$ cat config.mk
export PLATFORM = sky130hd
export DESIGN_NAME = clrq_slot
export DESIGN_NICKNAME = d
export VERILOG_FILES = /design/src/sv/clrq_pkg.sv /design/src/sv/clrq_slot.sv
export SDC_FILE = /design/constraint.sdc
export NUM_CORES = 1
export LEC_CHECK = 0
export BUFFER_PORTS_ARGS = -buffer_cell sky130_fd_sc_hd__buf_2
export CAP_MARGIN = 20
export CORE_AREA = 4 4 155 157
export CTS_BUF_LIST = sky130_fd_sc_hd__clkbuf_2
export CTS_CLUSTER_DIAMETER = 200
export DETAILED_ROUTE_END_ITERATION = 10
export DIE_AREA = 0 0 159 161
export PLACE_DENSITY_LB_ADDON = 0.25
export SYNTH_ARGS = -nofsm -noshare
export SYNTH_HDL_FRONTEND = slang
export SYNTH_SLANG_ARGS = --single-unit
export TNS_END_PERCENT = 10
$ cat constraint.sdc
create_clock -name clk -period 4.5 [get_ports clk]
set_clock_uncertainty 0.15 [all_clocks]
set_input_delay 0.9 -clock clk [delete_from_list [all_inputs] [get_ports clk]]
set_output_delay 0.9 -clock clk [all_outputs]
set_load 0.1 [all_outputs]
$ cat src/sv/clrq_pkg.sv
`timescale 1ns / 1ps
`default_nettype none
// ----------------------------------------------------------------------------
// clrq_pkg
// Shared types and defaults for the C-LOOK request queue.
// ----------------------------------------------------------------------------
package clrq_pkg;

	localparam int DEF_QUEUE_DEPTH = 16;
	localparam int DEF_SECTOR_BITS = 48;
	localparam int DEF_TAG_BITS    = 8;
	localparam int LEN_BITS        = 16;

	typedef enum logic [1:0] {
		ACT_ADD      = 2'd0,
		ACT_DISPATCH = 2'd1,
		ACT_REMOVE   = 2'd2,
		ACT_NOP      = 2'd3
	} action_t;

	typedef enum logic [1:0] {
		STS_OK        = 2'd0,
		STS_EMPTY     = 2'd1,
		STS_FULL      = 2'd2,
		STS_NOT_FOUND = 2'd3
	} status_t;

	typedef enum logic [2:0] {
		MV_HOLD,
		MV_NEW,
		MV_LEFT,
		MV_RIGHT
	} slot_mv_t;

	typedef struct packed {
		logic     cap;
		slot_mv_t mv;
	} slot_ctl_t;

endpackage
`default_nettype wire

$ cat src/sv/clrq_slot.sv
`timescale 1ns / 1ps
`default_nettype none
// ----------------------------------------------------------------------------
// clrq_slot
// One queue slot: holds a request, compares it against the incoming word
// and takes new, left or right neighbor contents on command.
// ----------------------------------------------------------------------------
module clrq_slot import clrq_pkg::*; #(
	parameter int SECTOR_BITS = DEF_SECTOR_BITS,
	parameter int TAG_BITS    = DEF_TAG_BITS
) (
	input  wire logic                   clk,
	input  wire logic                   arst_n,
	input  wire slot_ctl_t              ctl,
	input  wire logic [SECTOR_BITS-1:0] head,
	input  wire logic [SECTOR_BITS-1:0] key_new,
	input  wire logic [TAG_BITS-1:0]    tag_cmp,
	input  wire logic [SECTOR_BITS-1:0] new_sector,
	input  wire logic [LEN_BITS-1:0]    new_length,
	input  wire logic [TAG_BITS-1:0]    new_tag,
	input  wire logic                   left_valid,
	input  wire logic [SECTOR_BITS-1:0] left_sector,
	input  wire logic [LEN_BITS-1:0]    left_length,
	input  wire logic [TAG_BITS-1:0]    left_tag,
	input  wire logic                   right_valid,
	input  wire logic [SECTOR_BITS-1:0] right_sector,
	input  wire logic [LEN_BITS-1:0]    right_length,
	input  wire logic [TAG_BITS-1:0]    right_tag,
	output logic                        valid,
	output logic [SECTOR_BITS-1:0]      sector,
	output logic [LEN_BITS-1:0]         length,
	output logic [TAG_BITS-1:0]         tag,
	output logic                        gt_s1,
	output logic                        match_s1
);

	logic                   valid_q;
	logic [SECTOR_BITS-1:0] sector_q;
	logic [LEN_BITS-1:0]    length_q;
	logic [TAG_BITS-1:0]    tag_q;
	logic [SECTOR_BITS-1:0] key;

	assign key = sector_q - head;

	always_ff @(posedge clk or negedge arst_n) begin
		if (!arst_n) begin
			valid_q <= 1'b0;
		end else begin
			case (ctl.mv)
				MV_NEW:   valid_q <= 1'b1;
				MV_LEFT:  valid_q <= left_valid;
				MV_RIGHT: valid_q <= right_valid;
				default:  valid_q <= valid_q;
			endcase
		end
	end

	always_ff @(posedge clk) begin
		case (ctl.mv)
			MV_NEW: begin
				sector_q <= new_sector;
				length_q <= new_length;
				tag_q    <= new_tag;
			end
			MV_LEFT: begin
				sector_q <= left_sector;
				length_q <= left_length;
				tag_q    <= left_tag;
			end
			MV_RIGHT: begin
				sector_q <= right_sector;
				length_q <= right_length;
				tag_q    <= right_tag;
			end
			default: begin
				sector_q <= sector_q;
				length_q <= length_q;
				tag_q    <= tag_q;
			end
		endcase
		// empty slot counts as farther ahead so inserts land at the tail
		if (ctl.cap) begin
			gt_s1    <= valid_q ? (key > key_new) : 1'b1;
			match_s1 <= valid_q && (tag_q == tag_cmp);
		end
	end

	assign valid  = valid_q;
	assign sector = sector_q;
	assign length = length_q;
	assign tag    = tag_q;

endmodule
`default_nettype wire
; After elaboration in Yosys (flattened, before gate mapping)
; Index checks and enable logic that the tools add are counted.
[totals]
reg_bits = 75
latchBits = 0
ram_bits = 0
romBits = 0
in_bits = 328
out_inout_bits = 75
wordCells = 18
memories = 0
[classes]
addsub = 1
mul = 0
div_mod_pow = 0
magnitude_cmp = 1
n_eq_ne = 4
n_shift = 0
muxes = 4
bitwise = 0
n_reduce_logical = 2
[ops]
columns = op, count
row1 = $pmux 48 s3, 1
row2 = $gt 48x48->1, 1
row3 = $pmux 16 s3, 1
row4 = $sub 48x48->48, 1
row5 = $pmux 8 s3, 1
row6 = $eq 8x8->1, 1
row7 = $eq 3x2->1 const B, 2
row8 = $eq 3x1->1 const B, 1
row9 = $pmux 1 s3, 1
row10 = $reduce_bool 3->1, 1
row11 = $logic_and 1x1->1, 1

; Logic depth before layout (Yosys ltp)
[logic_depth]
ltp_word = 2
ltp_mapped = 21
mapped_depth_nobuf = 21

; Worst setup path before layout
; OpenSTA, ideal clock, no wires.
[synth_path]
path_type = input to register
startpoint = input ctl[0] in the netlist's numbering
endpoint = register length_q[0], in the netlist length[0], enable pin
setup_ns = 0.504
arrival_ns = 4.288
required_ns = 3.846
path_slack_ns = -0.442
path_stages = 3
n_path_buf = 1
path_cell_list = clkbuf_1 > nor2_1 > nor2_1
[synth_via]
elab_chain_cells = 2
word_cells_on_any_way = 4
cone_classes = eq/ne (3) / reduce/logical (1)
[synth_lines]
columns = item, line
row1 = start: declaration, clrq_slot.sv:14  ; input wire slot_ctl_t ctl,
row2 = $eq 3x2->1 / $eq 3x1->1 (equally long branches), clrq_slot.sv:59  ; case (ctl.mv)
row3 = $reduce_bool 3->1 (no source line) (*), --
row4 = end signal: assignment, clrq_slot.sv:62  ; length_q <= new_length;
row5 = end signal: assignment, clrq_slot.sv:67  ; length_q <= left_length;
row6 = end signal: assignment, clrq_slot.sv:72  ; length_q <= right_length;
row7 = end: declaration, clrq_slot.sv:39  ; logic [LEN_BITS-1:0] length_q;
; Every way passes the cells marked *; elsewhere a longest branch is shown, timed or not.
; A chain may end at the register's enable or synchronous reset.

; Worst setup path after layout
[layout_path]
startpoint = register sector_q[0], in the netlist sector[0]
endpoint = register gt_s1, data pin
[layout_via]
elab_chain_cells = 2
[layout_lines]
columns = item, line
row1 = start: declaration, clrq_slot.sv:38  ; logic [SECTOR_BITS-1:0] sector_q;
row2 = start signal: assignment, clrq_slot.sv:61  ; sector_q <= new_sector;
row3 = start signal: assignment, clrq_slot.sv:66  ; sector_q <= left_sector;
row4 = start signal: assignment, clrq_slot.sv:71  ; sector_q <= right_sector;
row5 = $sub 48x48->48, clrq_slot.sv:43  ; assign key = sector_q - head;
row6 = $gt 48x48->1, clrq_slot.sv:83  ; gt_s1 <= valid_q ? (key > key_new) : 1'b1;
row7 = end signal: assignment, clrq_slot.sv:83
row8 = end: declaration, clrq_slot.sv:33  ; output logic gt_s1,
; No other way between the ends.

==> reports/qor.yml <==
flow_run:
  maxCapViolations: 0
logic_synthesis:
  synth_cells: 949
  ys_ff_latch: 75
  yosysSeqAreaShare_pct: 28.0
  synth_area_leaders: "edfxtp_1 (28%), ha_1 (15%), mux2i_1 (9.1%), o21ai_0 (6.2%), nand2_1 (5.3%)"
  yosys.area.top_type: "edfxtp_1"
  synth_edf_count: 74
  netlist_area_sq_mm: 0.00802
  syn-num-nets: 1373
  synth_top_cell_area_share_pct: 27.7
  synth.distinct_cells: 61
  synth-async-reset-ratio_pct: 1.33
  synth_area_per_cell_sq_um: 8.45
  synth_warnings: 0
  synth-main-ff-cell: "edfxtp_1"
final_layout:
  final_cell_area_sq_mm: 0.0113
  fillCellCount: 2239
  layout_common_cells: "buf_2 (401), buf_4 (117), nand2_1 (113), inv_1 (107), o21ai_0 (99)"
  synthToLayoutAreaGrowth_pct: 41.2
  final_net_count: 1865
  multiInputGateArea_sq_mm: 0.00527
  final_util_pct: 50.3
  drive_gt1_share_pct: 38.2
  seqCellArea_sq_mm: 0.00225
  mostFrequentLayoutCell: "buf_2"
floorplanning:
  rows: 55
  io_pins: 403
  initial_core_util_pct: 35.6
  fp.dieW_um: 159
  core_area_sq_mm: 0.0225
  die_area_sq_mm: 0.0256
  die_h_um: 161
critical_path:
  cp-start-kind: "register"
  crit_arrival_ns: 4.65
  worst_path_max_delay_cell: "edfxtp_1"
  cp_max_fo: 6
  cpPeakStageDelay_ns: 0.43
  path_class: "reg -> reg"
  cpLargestDelayFamily: "compound AO/OA/AOI/OAI gates"
  cp-end-kind: "register"
  crit_chain: "inv_1, ha_1, inv_1, fa_2, a21o_1, a221o_1, o211ai_4, o21ai_4, a31oi_4, nand2_1, a21oi_1, xnor2_1, ha_1, nand4_1, nor2_1, nand4_1, or2_2, o311a_1, a21oi_1"
  critPathRequiredTime_ns: 4.80
  startpoint: "sector[0]"
  r2r-start: "sector[0]"
  cp_num_cells: 19
  ff2ff_path_depth: 19
  path_buf_inv: 2
placement:
  place_congestion: 0.945
  port_buffers: 402
  place_area_sq_mm: 0.0111
  dp_hpwl_mm: 26.2
clocking:
  cts_root_buf: "clkbuf_2"
  cts.sinks: 75
  cts_max_path_buffers: 2
  cts_tree: "yes"
  clk_pin_slew_ns: 0.25
  clkLatencyLatePin_ns: 0.55
  cts_max_level: 3
  cts_buffers: 9
global_routing:
  grtUsageTotal_pct: 22.0
  overflow: 0
  grt_first_pass_wirelength_mm: 45.1
  grt_max_degree: 85
  grt_pass1_vias: 8417
  antenna_found_initial: 2
detailed_routing:
  first_pass_iters: 5
  vias: 8607
  viasPerCell: 4.96
  drtIter0Drc: 468
  drt_wl_total_mm: 29.8
  drc_errors: 0
  drtAntennaViolNets: 0
  wire_per_inst_um: 17.2
min_path:
  min_from: "new_sector[29]"
  hold_path.class: "in -> reg"
  hold_path_depth: 3
timing:
  maxSlewHeadroom_pct: 50.8
  max_freq_mhz: 230
  setup_viol: 0
  worst_pin_slew_ns: 0.738
  timing.hold.ws_ns: 0.422
  hold_violations: 0
  period_share_pct: 96.6
  finalMaxSlewViolations: 0
  period_needed_ns: 4.35
run_status:
  status: "finished clean"
power_and_ir_drop:
  power_density_mw_per_mm2: 300
  peakVddDrop_mv: 0.188
  p_leak_nw: 6.10
  finalPower_w: 0.00340
[cell type report]
type / count / share of cell area (%)
antenna: 3 / 0.0663
clock buffer: 10 / 0.442
clock inverter: 6 / 0.707
inverter: 107 / 3.55
multi-input combinational: 728 / 46.5
sequential: 75 / 19.8
tap: 285 / 3.15
timing repair buffer: 520 / 25.7
[cell usage after synthesis, drive strengths merged, types with 7 or more instances]
cell	count
xor2	22
o21ai	104
mux2i	73
nor2	33
clkbuf	31
edfxtp	74
a21oi	60
nand3	16
nand2b	9
nand2	113
o211ai	7
nand4	19
ha	95
nor3	11
xnor2	31
a31oi	8
o21bai	9
inv	107
buf	8
a21o	48
and3	7
[stage by stage]
stage / setup TNS, ns / setup slack (ns) / cells
after floorplan: -0.164 / -0.164 / 949
after global placement: -0.360 / -0.360 / 1709
after detailed placement: -0.529 / -0.529 / 1709
after CTS: 0 / 0.0290 / 1726
after global routing: -0.0105 / -0.0105 / 1733
final: 0 / 0.152 / 1734
[final timing paths]
| kind | end | slack, ns |
|---|---|---|
| min in group asynchronous | valid | 0.50 |
| max | gt_s1 | 0.15 |
| min | sector[29] | 0.42 |
| max reg2reg | gt_s1 | 0.15 |
| min reg2reg | match_s1 | 0.62 |
| max in group asynchronous | valid | 3.62 |
[logic make-up after synthesis]
family	after synthesis	share of synthesized area [%]
and+or+nand+nor	230	13.0
muxes	74	9.25
xor gates and xnor gates	53	5.79
AOI/OAI and AO/OA	275	22.0
buffers and inverters	146	6.83
DFF	75	28.0
adders and majority gates	96	15.1
[power breakdown]
group          switching (W)  internal [W]
Combinational        0.00127      0.000789
Sequential         0.0000541      0.000854
Clock               0.000249      0.000181
[worst reg2reg max path, cell delays in order, from the launching register on]
cell and delay [ns]:
edfxtp_1 0.43, inv_1 0.07, ha_1 0.15, inv_1 0.06
fa_2 0.34, a21o_1 0.19, a221o_1 0.39, o211ai_4 0.24
o21ai_4 0.12, a31oi_4 0.23, nand2_1 0.12, a21oi_1 0.21
xnor2_1 0.10, ha_1 0.31, nand4_1 0.09, nor2_1 0.15
nand4_1 0.11, or2_2 0.31, o311a_1 0.35, a21oi_1 0.14
[layer usage]
metal	GRT usage [%]	vias to the layer above	wire, um
li1	-	4392	-
met1	28.5	3903	12800
met2	38.9	290	14900
met3	3.52	22	1740
met4	4.73	0	376
met5	0	-	0
[sequential cells by signal, summed over array words and instances (netlist names)]
signal and flops:
gt_s1 1, length 16, match_s1 1, sector 48, tag 8, valid 1
[what timing repair did]
action	CTS	global route
setup buffers	0	5
resized for setup	1	4
pin swaps	0	9
hold endpoints to repair	1	0
hold buffers	1	0
endpoints found under the setup margin	1	1
Note: power is estimated with default switching activity, not from simulation.
